`src/sv/rqma_pkg.sv`:
```
// rqma_pkg: item types, constants and the segment lookup for the read
// quality mask and average block
// depends on nothing; used by every module of the block
package rqma_pkg;

    // quality encoding and read layout
    localparam logic [6:0] QUAL_OFFSET = 7'd33;
    localparam logic [7:0] MASK_CHAR   = 8'd46;
    localparam logic [6:0] READ_LEN    = 7'd70;
    localparam logic [6:0] HALF_LEN    = 7'd35;
    localparam logic [6:0] FIRST_SEG   = 7'd5;
    localparam logic [6:0] SEG_LEN     = 7'd10;
    localparam int         MID_SEGS    = 6;

    // reciprocal of 35 scaled by 2^17, rounded up
    localparam int         RECIP_SHIFT = 17;
    localparam logic [11:0] RECIP_35   = 12'd3745;

    // widths of the running sums
    localparam int SUM_W   = 12;
    localparam int TOTAL_W = 13;

    typedef struct packed {
        logic [7:0] base;
        logic [6:0] quality;
        logic       last_position;
    } t_in_item;

    typedef struct packed {
        logic [7:0] masked_base;
        logic [2:0] segment_index;
        logic [3:0] offset_in_segment;
        logic       read_done;
        logic [6:0] average_quality;
        logic [6:0] average_left;
        logic [6:0] average_right;
        logic       length_ok;
    } t_out_item;

    typedef struct packed {
        logic [2:0] seg;
        logic [3:0] off;
    } t_seg_pos;

    // segment and offset of a read position in the 5,10x6,5 layout
    function automatic t_seg_pos locate(input logic [6:0] pos);
        t_seg_pos   loc;
        logic [6:0] start;
        logic [6:0] bound;
        loc   = '0;
        start = '0;
        bound = '0;
        if (pos < READ_LEN) begin
            if (pos >= FIRST_SEG) begin
                loc.seg = 3'd1;
                start   = FIRST_SEG;
            end
            // each middle boundary moves the segment up by one
            for (int k = 1; k <= MID_SEGS; k++) begin
                bound = 7'(FIRST_SEG + SEG_LEN * k);
                if (pos >= bound) begin
                    loc.seg = 3'(k + 1);
                    start   = bound;
                end
            end
            loc.off = 4'(pos - start);
        end
        return loc;
    endfunction

endpackage

```
`src/sv/read_quality_mask_and_average.sv`:
```
// read_quality_mask_and_average: top level of the read quality mask block
// depends on rqma_pkg and rqma_div35
//
// One item is one read position (base and Phred+33 quality). Every input
// item gives one result item. An item is taken in every unstalled cycle;
// items pass two registered stages: the first stage masks the base, tags
// its segment and adds the quality into the left or right half sum; the
// second stage turns the sums into averages with a reciprocal multiply on
// the item marked last. Bases with quality below mask_threshold + 33 come
// out as '.'. Positions past 70 are masked but not summed and carry
// segment 0, offset 0. The averages always divide by 70 and 35; length_ok
// shows whether the read held exactly 70 positions. The user must write
// the threshold via i_cfg_we / i_cfg_data only while idle (not enforced).
module read_quality_mask_and_average (
    input  logic                i_clk,
    input  logic                i_rst_n,
    input  logic                i_cfg_we,
    input  logic [6:0]          i_cfg_data,
    input  logic                i_in_valid,
    output logic                o_in_stall,
    input  rqma_pkg::t_in_item  i_in_item,
    output logic                o_out_valid,
    input  logic                i_out_stall,
    output rqma_pkg::t_out_item o_out_item
);

    typedef struct packed {
        logic [7:0]                  masked_base;
        logic [2:0]                  seg;
        logic [3:0]                  off;
        logic                        last;
        logic                        len_ok;
        logic [rqma_pkg::SUM_W-1:0]  left_sum;
        logic [rqma_pkg::SUM_W-1:0]  right_sum;
    } t_mid;

    logic [6:0]                 r_mask_threshold;
    logic [6:0]                 r_pos;
    logic [6:0]                 n_pos;
    logic [rqma_pkg::SUM_W-1:0] r_left;
    logic [rqma_pkg::SUM_W-1:0] r_right;
    logic [rqma_pkg::SUM_W-1:0] n_left;
    logic [rqma_pkg::SUM_W-1:0] n_right;
    logic                       r_s1_valid;
    t_mid                       r_s1;
    t_mid                       n_s1;
    logic                       r_s2_valid;
    rqma_pkg::t_out_item        r_s2;
    rqma_pkg::t_out_item        n_s2;
    logic                       w_out_ok;
    logic                       w_accept;
    logic [6:0]                 w_score;
    logic [7:0]                 w_limit;
    rqma_pkg::t_seg_pos         w_loc;
    logic [7:0]                 w_q_left;
    logic [7:0]                 w_q_right;
    logic [7:0]                 w_q_total;

    // pipeline flow
    assign w_out_ok    = !r_s2_valid || !i_out_stall;
    assign o_in_stall  = r_s1_valid && !w_out_ok;
    assign w_accept    = i_in_valid && !o_in_stall;
    assign o_out_valid = r_s2_valid;
    assign o_out_item  = r_s2;

    // mask, locate and accumulate for the incoming item
    always_comb begin
        w_limit = {1'b0, r_mask_threshold} + {1'b0, rqma_pkg::QUAL_OFFSET};
        w_score = (i_in_item.quality >= rqma_pkg::QUAL_OFFSET)
                ? i_in_item.quality - rqma_pkg::QUAL_OFFSET : 7'd0;
        w_loc   = rqma_pkg::locate(r_pos);
        n_left  = r_left;
        n_right = r_right;
        n_pos   = r_pos;
        if (r_pos < rqma_pkg::READ_LEN) begin
            if (r_pos < rqma_pkg::HALF_LEN) begin
                n_left = r_left + rqma_pkg::SUM_W'(w_score);
            end else begin
                n_right = r_right + rqma_pkg::SUM_W'(w_score);
            end
            n_pos = r_pos + 7'd1;
        end
        n_s1.masked_base = ({1'b0, i_in_item.quality} < w_limit)
                         ? rqma_pkg::MASK_CHAR : i_in_item.base;
        n_s1.seg       = w_loc.seg;
        n_s1.off       = w_loc.off;
        n_s1.last      = i_in_item.last_position;
        n_s1.len_ok    = (r_pos == rqma_pkg::READ_LEN - 7'd1);
        n_s1.left_sum  = n_left;
        n_s1.right_sum = n_right;
        // a finished read starts the next one from zero
        if (i_in_item.last_position) begin
            n_pos   = '0;
            n_left  = '0;
            n_right = '0;
        end
    end

    // averages from the sums carried with the item
    rqma_div35 u_div_left (
        .i_dividend (rqma_pkg::TOTAL_W'(r_s1.left_sum)),
        .o_quotient (w_q_left)
    );

    rqma_div35 u_div_right (
        .i_dividend (rqma_pkg::TOTAL_W'(r_s1.right_sum)),
        .o_quotient (w_q_right)
    );

    rqma_div35 u_div_total (
        .i_dividend (rqma_pkg::TOTAL_W'(r_s1.left_sum)
                   + rqma_pkg::TOTAL_W'(r_s1.right_sum)),
        .o_quotient (w_q_total)
    );

    // result fields; averages only on the last position
    always_comb begin
        n_s2.masked_base       = r_s1.masked_base;
        n_s2.segment_index     = r_s1.seg;
        n_s2.offset_in_segment = r_s1.off;
        n_s2.read_done         = r_s1.last;
        n_s2.average_quality   = r_s1.last ? w_q_total[7:1] : 7'd0;
        n_s2.average_left      = r_s1.last ? w_q_left[6:0] : 7'd0;
        n_s2.average_right     = r_s1.last ? w_q_right[6:0] : 7'd0;
        n_s2.length_ok         = r_s1.last && r_s1.len_ok;
    end

    // control state
    always_ff @(posedge i_clk) begin
        if (!i_rst_n) begin
            r_mask_threshold <= '0;
            r_pos            <= '0;
            r_left           <= '0;
            r_right          <= '0;
            r_s1_valid       <= 1'b0;
            r_s2_valid       <= 1'b0;
        end else begin
            if (i_cfg_we) begin
                r_mask_threshold <= i_cfg_data;
            end
            if (w_accept) begin
                r_pos   <= n_pos;
                r_left  <= n_left;
                r_right <= n_right;
            end
            if (!r_s1_valid || w_out_ok) begin
                r_s1_valid <= i_in_valid;
            end
            if (w_out_ok) begin
                r_s2_valid <= r_s1_valid;
            end
        end
    end

    // stage payloads
    always_ff @(posedge i_clk) begin
        if (w_accept) begin
            r_s1 <= n_s1;
        end
        if (w_out_ok && r_s1_valid) begin
            r_s2 <= n_s2;
        end
    end

endmodule

```
`src/sv/rqma_div35.sv`:
```
// rqma_div35: truncating divide by 35 of a quality sum
// depends on rqma_pkg for the reciprocal constant
module rqma_div35 (
    input  logic [rqma_pkg::TOTAL_W-1:0] i_dividend,
    output logic [7:0]                   o_quotient
);

    localparam int PROD_W = rqma_pkg::TOTAL_W + 12;

    logic [PROD_W-1:0] w_prod;

    // multiply by the scaled reciprocal; exact for sums up to twice a full half
    assign w_prod = PROD_W'(i_dividend) * PROD_W'(rqma_pkg::RECIP_35);
    assign o_quotient = w_prod[rqma_pkg::RECIP_SHIFT +: 8];

endmodule
```
`config.mk`:
```
export PLATFORM = sky130hd
export DESIGN_NAME = read_quality_mask_and_average
export DESIGN_NICKNAME = d
export VERILOG_FILES = /design/src/sv/rqma_pkg.sv /design/src/sv/read_quality_mask_and_average.sv /design/src/sv/rqma_div35.sv
export SDC_FILE = /design/constraint.sdc
export NUM_CORES = 1
export LEC_CHECK = 0
export ABC_AREA = 1
export BUFFER_PORTS_ARGS = -buffer_cell sky130_fd_sc_hd__buf_2
export CORE_MARGIN = 8
export CORE_UTILIZATION = 25
export DETAILED_ROUTE_END_ITERATION = 12
export GPL_ROUTABILITY_DRIVEN = 1
export PLACE_DENSITY = 0.37
export SKIP_CTS_REPAIR_TIMING = 1
export SYNTH_ARGS = -nofsm -noshare
export SYNTH_HDL_FRONTEND = slang
export SYNTH_HIERARCHICAL = 1
export SYNTH_SLANG_ARGS = --single-unit
export TNS_END_PERCENT = 30
```
`constraint.sdc`:
```
create_clock -name i_clk -period 15.7 [get_ports i_clk]
set_input_delay 0.785 -clock i_clk [delete_from_list [all_inputs] [get_ports i_clk]]
set_output_delay 0.785 -clock i_clk [all_outputs]
set_load 0.1 [all_outputs]
```
# Word level (Yosys, flattened, before mapping)
# Index checks and enable logic that the tools add are counted.
# W data, S select, Z words.
# totals
register_bits,119
out_inout_bits,40
in_bits,28
wordCells,80
# op_classes
n_eq_ne,1
reduce_logical,13
multipliers,3
order_cmp,11
mux,24
add_sub_neg,7
# ops
operator,n
$mux W12,6
$mul A12 B12 Y24 const B,2
$ge A7 B6 Y1 const B,4
$mux W4,7
$mul A13 B12 Y25 const B,1
$add A12 B7 Y12,2
$mux W3,7
$mux W7,3
$add A12 B12 Y13,1
$add A7 B6 Y8 const B,1
$lt A7 B8 Y1,1
$add A7 B1 Y7 const B,1
$eq A7 B7 Y1 const B,1
$ge A7 B3 Y1 const B,1
$ge A7 B4 Y1 const B,1
$ge A7 B5 Y1 const B,1
$ge A7 B7 Y1 const B,1
$lt A7 B6 Y1 const B,1
$lt A7 B7 Y1 const B,1
$sub A7 B6 Y7 const B,1
$logic_not A1 Y1,5
$logic_and A1 B1 Y1,4
$sub A4 B4 Y4,1
$logic_or A1 B1 Y1,2
other kinds (3),3

# Depth between registers and ports, before layout
# Gate-level depths: netlist of run 1.
# depth
depth_word,10
mapped_depth,32
depth_no_buf,32

# Hierarchy
# The synthesis of run 1 kept the hierarchy.
# by_module_without_submodules
module,seq_area_each_um2,cells_per_inst,area_per_inst_um2,instances
read_quality_mask_and_average,3173.0,765,6597.6,1
rqma_div35 at u_div_left,0.0,309,2409.8,1
rqma_div35 at u_div_right,0.0,309,2382.3,1
rqma_div35 at u_div_total,0.0,309,2379.8,1

# Least setup slack after synthesis of run 1
# Ideal clock, no wire load.
# synth_timing
kind,reg2reg
startpoint,register r_s1[0] (netlist name)
endpoint,"register r_s2, in the netlist o_out_item[18] (data pin)"
setup_ns,0.250
required_time_ns,15.450
t_arrival_ns,5.389
synth_period_minus_slack_ns,5.639
path_slack_ns,10.061
path_buffers,0
stages_incl_launch_ff,27
path_cell_list,edfxtp_1 > ha_1 > inv_1 > fa_1 > inv_1 > a31oi_1 > o21ai_0 > a21oi_1 > o21bai_1 > xor2_1 > inv_1 > fa_1 > fa_1 > inv_1 > ha_1 > ha_1 > ha_1 > ha_1 > nand2_1 > inv_1 > a21oi_1 > a21boi_1 > nand2_1 > nand2_1 > nand2_1 > nand2_1 > inv_1
# synth_between
elab_chain_len,2
# synth_rtl
element,line_no,source
"start, declared",read_quality_mask_and_average.sv:45,t_mid r_s1;
"start signal, assigned",read_quality_mask_and_average.sv:158,r_s1 <= n_s1;
$add A12 B12 Y13,read_quality_mask_and_average.sv:112,"+ rqma_pkg::TOTAL_W'(r_s1.right_sum)),"
$mul A13 B12 Y25,rqma_div35.sv:13,assign w_prod = PROD_W'(i_dividend) * PROD_W'(rqma_pkg::RECIP_35);
net w_q_total[4],read_quality_mask_and_average.sv:57,logic [7:0] w_q_total;
"end signal, assigned",read_quality_mask_and_average.sv:161,r_s2 <= n_s2;
"end, declared",read_quality_mask_and_average.sv:48,rqma_pkg::t_out_item r_s2;
# The timed path passes the listed nets, and every way through them passes these cells.
# A chain may end at the register's enable or synchronous reset.

# Worst setup path in the final report of run 1
# Same ends and word-level chain as after synthesis.

==> results.txt, run 1 <==
The tools report the final worst hold slack as 0.419 ns. For the internal power contribution, the log shows 1.43 mW. Measured along the y axis, the die boundary spans 248 microns. The number of instances on the worst hold path works out to 0. The overall die width is 248 microns. The logs give 53600 sq um for the placeable core area and 15300 sq um for the final design area excluding fillers. CTS root buffer: clkbuf_16. The tools report the total net switching power as 1.68 mW.

The number of endpoints with negative hold slack in the final report was 0; the placed standard-cell area was 14700 sq um. The internal reg-to-reg setup slack was 9.49 ns; the count of buffers from port buffering was 67. On the worst path, the slowest cell contributes a delay of 0.60 ns.

The area growth from synthesis to layout is 13.3%. For the starting utilization of the core area, the log shows 25.2%. Max-cap violations in this run came to 0. Including well taps, the total number of placed cells is 2401. Using the TritonRoute via totals, the vias-per-cell ratio works out to 4.22. Entering global routing, the biggest net connects 43 pins. For the clock latency of the later-clocked register in the worst-skew pair, the log shows 0.47 ns.

The worst pin sits at a relative slew slack of 31.5%. The tightest min-delay check is of the register to register type. For the site row count, the log shows 85. The analysis attributes to cell leakage a power of 8.02 nW. The cell depth of the worst flop-to-flop path came out at 26. The global-route total usage across every layer was 11.2%. The switching share of total power was 53.9%; the total via count in the routed design was 10271.

The count of TritonRoute iterations in the first routing pass came out at 5. For the number of H-tree levels, the log shows 4. During synthesis, Yosys emitted a total of 6 warnings.

The final layout contains 2080 nets. The run gives 2433 as the count of non-filler cells in the finished layout. The most numerous cell type found on the critical path is inv_1. Each instance of the synthesized netlist takes up on average 8.23 sq um. The transition time of the tightest slew-check pin is 1.03 ns, and the remaining design rule violation count is 0.

Setup repair after global routing left no endpoint under its margin. The via count of the first global-routing pass came out at 10869. The number of setup violations in the final report was 0. The logs give 0 for the number of antenna violations at the first check in global routing and 68 for the top-level I/O count. The clock transition time at the flip-flop clock pins of the worst setup and hold paths was 0.06 ns; the number of DRC violations after detailed-routing iteration 0 was 321. The floorplan step defined a die boundary enclosing 61700 sq um. The logs give 31900 microns for the total detailed-routing wirelength and 74.1% for the power share of the combinational group.

The wire length of the first global-routing pass was 54800 microns. Required time of the critical path: 15.93 ns. The total number of clock tree sinks is 119. Across the routed clock network, the largest skew measured is 0.0113 ns.

The total power divided by cell area is 203 nW/um^2, and the antenna violation net count after detailed routing is 0. The worst endpoint data arrival time was 6.43 ns; the top achievable clock speed was 161 MHz. The synthesized netlist occupies a cell area of 13500 sq um. In the synthesized netlist, the number of instances is 1639.

The flow ran to the end, and the final reports show no timing, DRC or antenna violations. VDD sags by at most 0.000175 V. TritonCTS built the clock tree. The worst setup path is captured at a register.

The part of the cycle the worst path needs is 39.5%, and the final weighted congestion of routability-driven global placement is 0.840. The average wire per standard cell is 13.1 microns. STA classifies the critical path startpoint as a register. In this run the deepest clock path goes through 2 buffers. The critical path is of the register to register type.

The worst path in the final design needs a cycle of 6.21 ns, including I/O delays and setup. The total count of max-transition violations in the final report was 0. Worst-path maximum fanout: 6.

The share of total power dissipated in the clock network is 12.9%. Of the cells placed in the final design, the portion with a size suffix greater than 1 is 10.2%. Adding up every negative setup slack in the final design gives 0 ns. On the critical path, the stage with the largest delay is an instance of xor2_1. Counting the buffers created by CTS gives 17. Registers are responsible for 13.0% of the overall power. After legalization and detailed placement, the total HPWL measured 26300 microns.

0 antenna diodes ended up in the layout. The total overflow left after global routing is 0.
-- sequential cells by signal, summed over array words and instances, names as in the netlist --
register / count
o_out_item: 38
n_s2: 16
r_mask_threshold: 7
r_right: 12
r_left: 12
r_s1: 25
r_pos: 7
o_out_valid: 1
r_s1_valid: 1
-- final cells by class --
cell class	instances	area, sq um
Fill cell	5908	38300
Multi-Input combinational cell	1159	8960
Sequential cell	119	3170
Inverter	356	1340
Tap cell	696	871
Clock buffer	17	425
Timing Repair Buffer	71	365
Clock inverter	15	159
-- worst paths after layout --
path,startpoint,end
worst min register to register,n_s2[30],o_out_item[30]
worst max register to register,r_s1[0],o_out_item[18]
worst max-delay path,r_s1[0],o_out_item[18]
worst min-delay path,n_s2[30],o_out_item[30]
-- metal layers --
| metal | GRT usage [%] | wire length, microns | up-vias |
|---|---|---|---|
| li1 | - | - | 5349 |
| met1 | 14.3 | 15400 | 4793 |
| met2 | 18.6 | 15000 | 94 |
| met3 | 2.02 | 763 | 35 |
| met4 | 4.43 | 731 | 0 |
| met5 | 0 | 0 | - |
-- power groups by stage --
| stage | Combinational, mW | Sequential, mW | Clock [mW] |
|---|---|---|---|
| floorplan | 1.70 | 0.530 | 0 |
| global placement | 2.35 | 0.410 | 0 |
| detailed placement | 2.34 | 0.411 | 0 |
| CTS | 2.36 | 0.404 | 0.422 |
| global route | 2.72 | 0.406 | 0.433 |
| finish | 2.30 | 0.402 | 0.402 |
-- per-stage QoR --
step	utilization (%)	worst slack (ns)	power (mW)
2_1_floorplan	-	10.06	2.23
3_5_place_dp	27.4	9.41	2.75
5_1_grt	28.5	8.91	3.56
4_1_cts	28.5	9.40	3.19
3_3_place_gp	27.4	9.45	2.76
6_report	28.5	9.49	3.11
-- critical path, delay by kind of cell, from the launching register on --
family,cells,cell delay [ns]
XOR/XNOR,1,0.60
buffers and inverters,6,0.54
AO/OA/AOI/OAI,6,1.12
flip-flops,1,0.50
AND/OR/NAND/NOR,5,0.34
adder cells (fa/ha/maj),8,2.86
-- cell usage in the layout, fill, tap and decap left out, types with 6 or more instances in the layout --
cell type    n
a21oi_1     84
a31oi_1      8
buf_2       67
clkbuf_16   17
conb_1      10
dfxtp_1     40
edfxtp_1    79
fa_1       106
ha_1       222
inv_1      344
inv_2       12
nand2_1    350
nand2_2     15
nand2_4      6
nand3_1     76
nand4_1      7
nor2_1     116
nor3_1       8
o21ai_0     22
o21ai_1      6
o21bai_1    11
or2_2       11
xnor2_1      6
xor2_1      26
(Power assumes the default switching activity.)
==> inputs of run 2 (changes only) <==
--- a/config.mk
+++ b/config.mk
@@ -11,7 +11,7 @@
 export CORE_UTILIZATION = 25
 export DETAILED_ROUTE_END_ITERATION = 12
 export GPL_ROUTABILITY_DRIVEN = 1
-export PLACE_DENSITY = 0.37
+export PLACE_DENSITY = 0.39
 export SKIP_CTS_REPAIR_TIMING = 1
 export SYNTH_ARGS = -nofsm -noshare
 export SYNTH_HDL_FRONTEND = slang
==> constraint.sdc (replaced) <==
create_clock -name i_clk -period 5.59 [get_ports i_clk]
set_input_delay 0.2795 -clock i_clk [delete_from_list [all_inputs] [get_ports i_clk]]
set_output_delay 0.2795 -clock i_clk [all_outputs]
set_load 0.1 [all_outputs]
==> run 2 against run 1 <==
- utilization is 0.84 points higher
- sequential power grew to 2.8 times the previous value
- via count is 0.59% higher
- final cell count is 1.7% higher
- register-to-register slack worse by 9.2 ns
- critical endpoint is now o_out_item[17]
- clock skew is 0.0053 ns higher
- final area is 2.9% higher
- count of clock-buffer cells in the layout is 1 higher
- sequential cell count stayed put
==> results.txt, run 2 (synthesis gave the netlist of run 1 again) <==
The final design area excluding fillers is 15700 sq um (+2.9%). For the relative contribution of sequential cells to total power, the log shows 12.1% (-0.9 points). Max-capacitance violation count: 0 (unchanged).

The setup slack at placement was 0.0837 ns (-9.33 ns). Worst endpoint data arrival time: 5.51 ns (-0.92 ns). The logs give 4.37 mW (+210%) for the internal power contribution and 0 (unchanged) for the number of setup violations in the final report. The logs give 26100 microns (-0.97%) for the placed wire-length estimate and 0 (unchanged) for the number of endpoints with negative hold slack in the final report. The clock network power share is 11.9% (-1.0 points), and the final weighted congestion of routability-driven global placement is 0.831 (-1.0%). The post-synthesis to final-layout area growth is 16.6%, and the placed standard-cell area is 15000 sq um (+2.1%). The post-route core utilization is 29.4% (+0.84 points).

The run gives 0 (unchanged) as the antenna violation net count after detailed routing. The run gives 8.22 nW (+2.5%) as the standby leakage power. Setup repair after global routing left no endpoint under its margin. The remaining design rule violation count is 0 (unchanged), and the part of the cycle the worst path needs is 94.7% (+55 points). The post-route clock skew is 0.0166 ns (+0.00531 ns). The run gives 307 (-4.4%) as the number of DRC violations after detailed-routing iteration 0.

For the number of cells in the design after placement, the log shows 2441 (+1.7%). Startpoint of the tightest hold check path: i_cfg_data[2]. Startpoint-to-endpoint class of the critical path: register to register. The flip-flop count of the largest register after layout was 38 (unchanged); the total via count in the routed design was 10332 (+0.59%).

The proportion of layout cells with a drive suffix above 1 is 13.8% (+3.6 points). Among all stages on the critical path, the largest delay is contributed by fa_1. The final critical-path setup slack was 0.297 ns (-9.20 ns). The switching share of total power was 52.9% (-1.1 points); the number of H-tree levels was 4 (unchanged). The delay contributed by the slowest stage of the critical path came out at 0.50 ns (-0.10 ns). CTS root buffer: clkbuf_16.

The clock transition time at the flip-flop clock pins of the worst setup and hold paths works out to 0.06 ns (about the same). Most frequent cell on the critical path: inv_1. The count of antenna diodes in the layout was 0 (unchanged). For the number of buffers created by CTS, the log shows 17 (unchanged). The top achievable clock speed came out at 189 MHz (+17%). The most common cell after layout, fill and taps aside was nand2_1. The number of vias per cell was 4.17 (-1.1%). The tools report the accumulated negative setup slack as 0 ns (unchanged). STA classifies the critical path startpoint as a register. The number of antenna violations at the first check in global routing came out at 0 (unchanged).

In the layout the commonest cells are nand2_1 (350), inv_1 (341), ha_1 (214). The wire length of the first global-routing pass was 52800 microns (-3.7%). The logs give 0.46 ns (about the same) for the clock latency of the later-clocked register in the worst-skew pair and 68 (unchanged) for the top-level I/O count. The run finished with clean final reports. The logs give 10.7% (-0.45 points) for the global-route total usage across every layer and 58.0% (+27 points) for the headroom to the max-slew limit. STA classifies the critical path endpoint as a register.

In this run the worst setup path begins at r_s1[0]. The maximum clock insertion buffer count was 2 (unchanged); the post-layout total power was 9.27 mW (+200%). The startpoint identified for the worst register-to-register timing path is r_s1[0]. For the total overflow reported by the global router, the log shows 0 (unchanged).

The die extent in y works out to 248 microns (unchanged). The total power divided by cell area works out to 589 nW/um^2 (+190%). The run gives 43 (unchanged) as the maximum number of pins on one net before global-route repair.

The shortest period the worst path allows was 5.29 ns (-0.913 ns); the site row count was 85 (unchanged). The placeable core area was 53600 sq um (unchanged); the required time of the critical path was 5.81 ns (-10.12 ns). The average wire per standard cell is 12.7 microns (-3.0%). The fill cell total of the finished layout came out at 5820 (-1.5%). The power share of the combinational group was 76.1% (+2.0 points); the overall die width was 248 microns (unchanged). The total number of nets in the final design was 2122 (+2.0%); the total count of max-transition violations in the final report was 0 (unchanged). The tools report the final worst hold slack as 0.0470 ns (-0.372 ns).

The logs give 61700 sq um (unchanged) for the area enclosed by the die boundary and 119 (unchanged) for the total number of clock tree sinks. The transition time of the tightest slew-check pin was 0.628 ns (-0.397 ns). The run gives 25.2% (unchanged) as the starting utilization of the core area. TritonCTS built the clock tree. The total net switching power was 4.90 mW (+190%).

The run gives 31500 microns (-1.3%) as the total detailed-routing wirelength. The path type of the worst min-delay path is input pin to register. The count of non-filler cells in the finished layout was 2475 (+1.7%); the worst-path maximum fanout was 4 (-2).

The count of buffers from port buffering is 67 (unchanged), and the largest voltage drop on the vdd net is 0.000468 V (+170%). The via count of the first global-routing pass came out at 10636 (-2.1%). Count of TritonRoute iterations in the first routing pass: 4 (-1).
-- run 2: changes by cell type in the layout (fill, tap and decap cells not counted), moves of 6 or more --
cell | before | now
ha_4 | 0 | 6
buf_4 | 4 | 46
a21oi_1 | 84 | 78
a21oi_2 | 1 | 7
ha_1 | 222 | 214
-- run 2: path summary, 6_finish.rpt --
check                        endpoint  slack (ns)  cells past startpoint
hold reg to reg        o_out_item[37]        0.42                      0
hold / removal    r_mask_threshold[2]        0.05                      3
setup / recovery       o_out_item[17]        0.30                     28
setup reg to reg       o_out_item[17]        0.30                     28
-- run 2: power by group through the flow --
stage | combinational (mW) | clock (mW) | sequential, mW
2_1_floorplan | 4.77 | 0 | 1.49
4_1_cts | 6.60 | 1.15 | 1.12
5_1_grt | 8.10 | 1.18 | 1.13
3_5_place_dp | 6.54 | 0 | 1.14
6_report | 7.05 | 1.10 | 1.12
3_3_place_gp | 6.60 | 0 | 1.14
-- run 2: critical path, delay by kind of cell, from the launching register on --
family / cells / cell delay, ns
compound gates: 4 / 0.45
xor+xnor: 2 / 0.36
fa+ha+maj: 8 / 2.94
buf+inv: 9 / 0.55
flops: 1 / 0.35
simple gates: 5 / 0.42
-- run 2: area by class of cell --
class                   instances  area (sq um)  area share, %
multi-input cells            1159          9100           57.9
flip-flops and latches        119          3170           20.2
inverters                     356          1340           8.49
well taps                     696           871           5.53
repair buffers                113           681           4.33
clock buffers                  18           429           2.73
clock inverters                14           141          0.898
-- run 2: routing by layer --
metal,up-vias,routed length (microns),track usage (%)
li1,5428,-,-
met1,4790,15800,14.3
met2,94,14500,17.7
met3,20,837,2.33
met4,0,334,2.60
met5,-,0,0
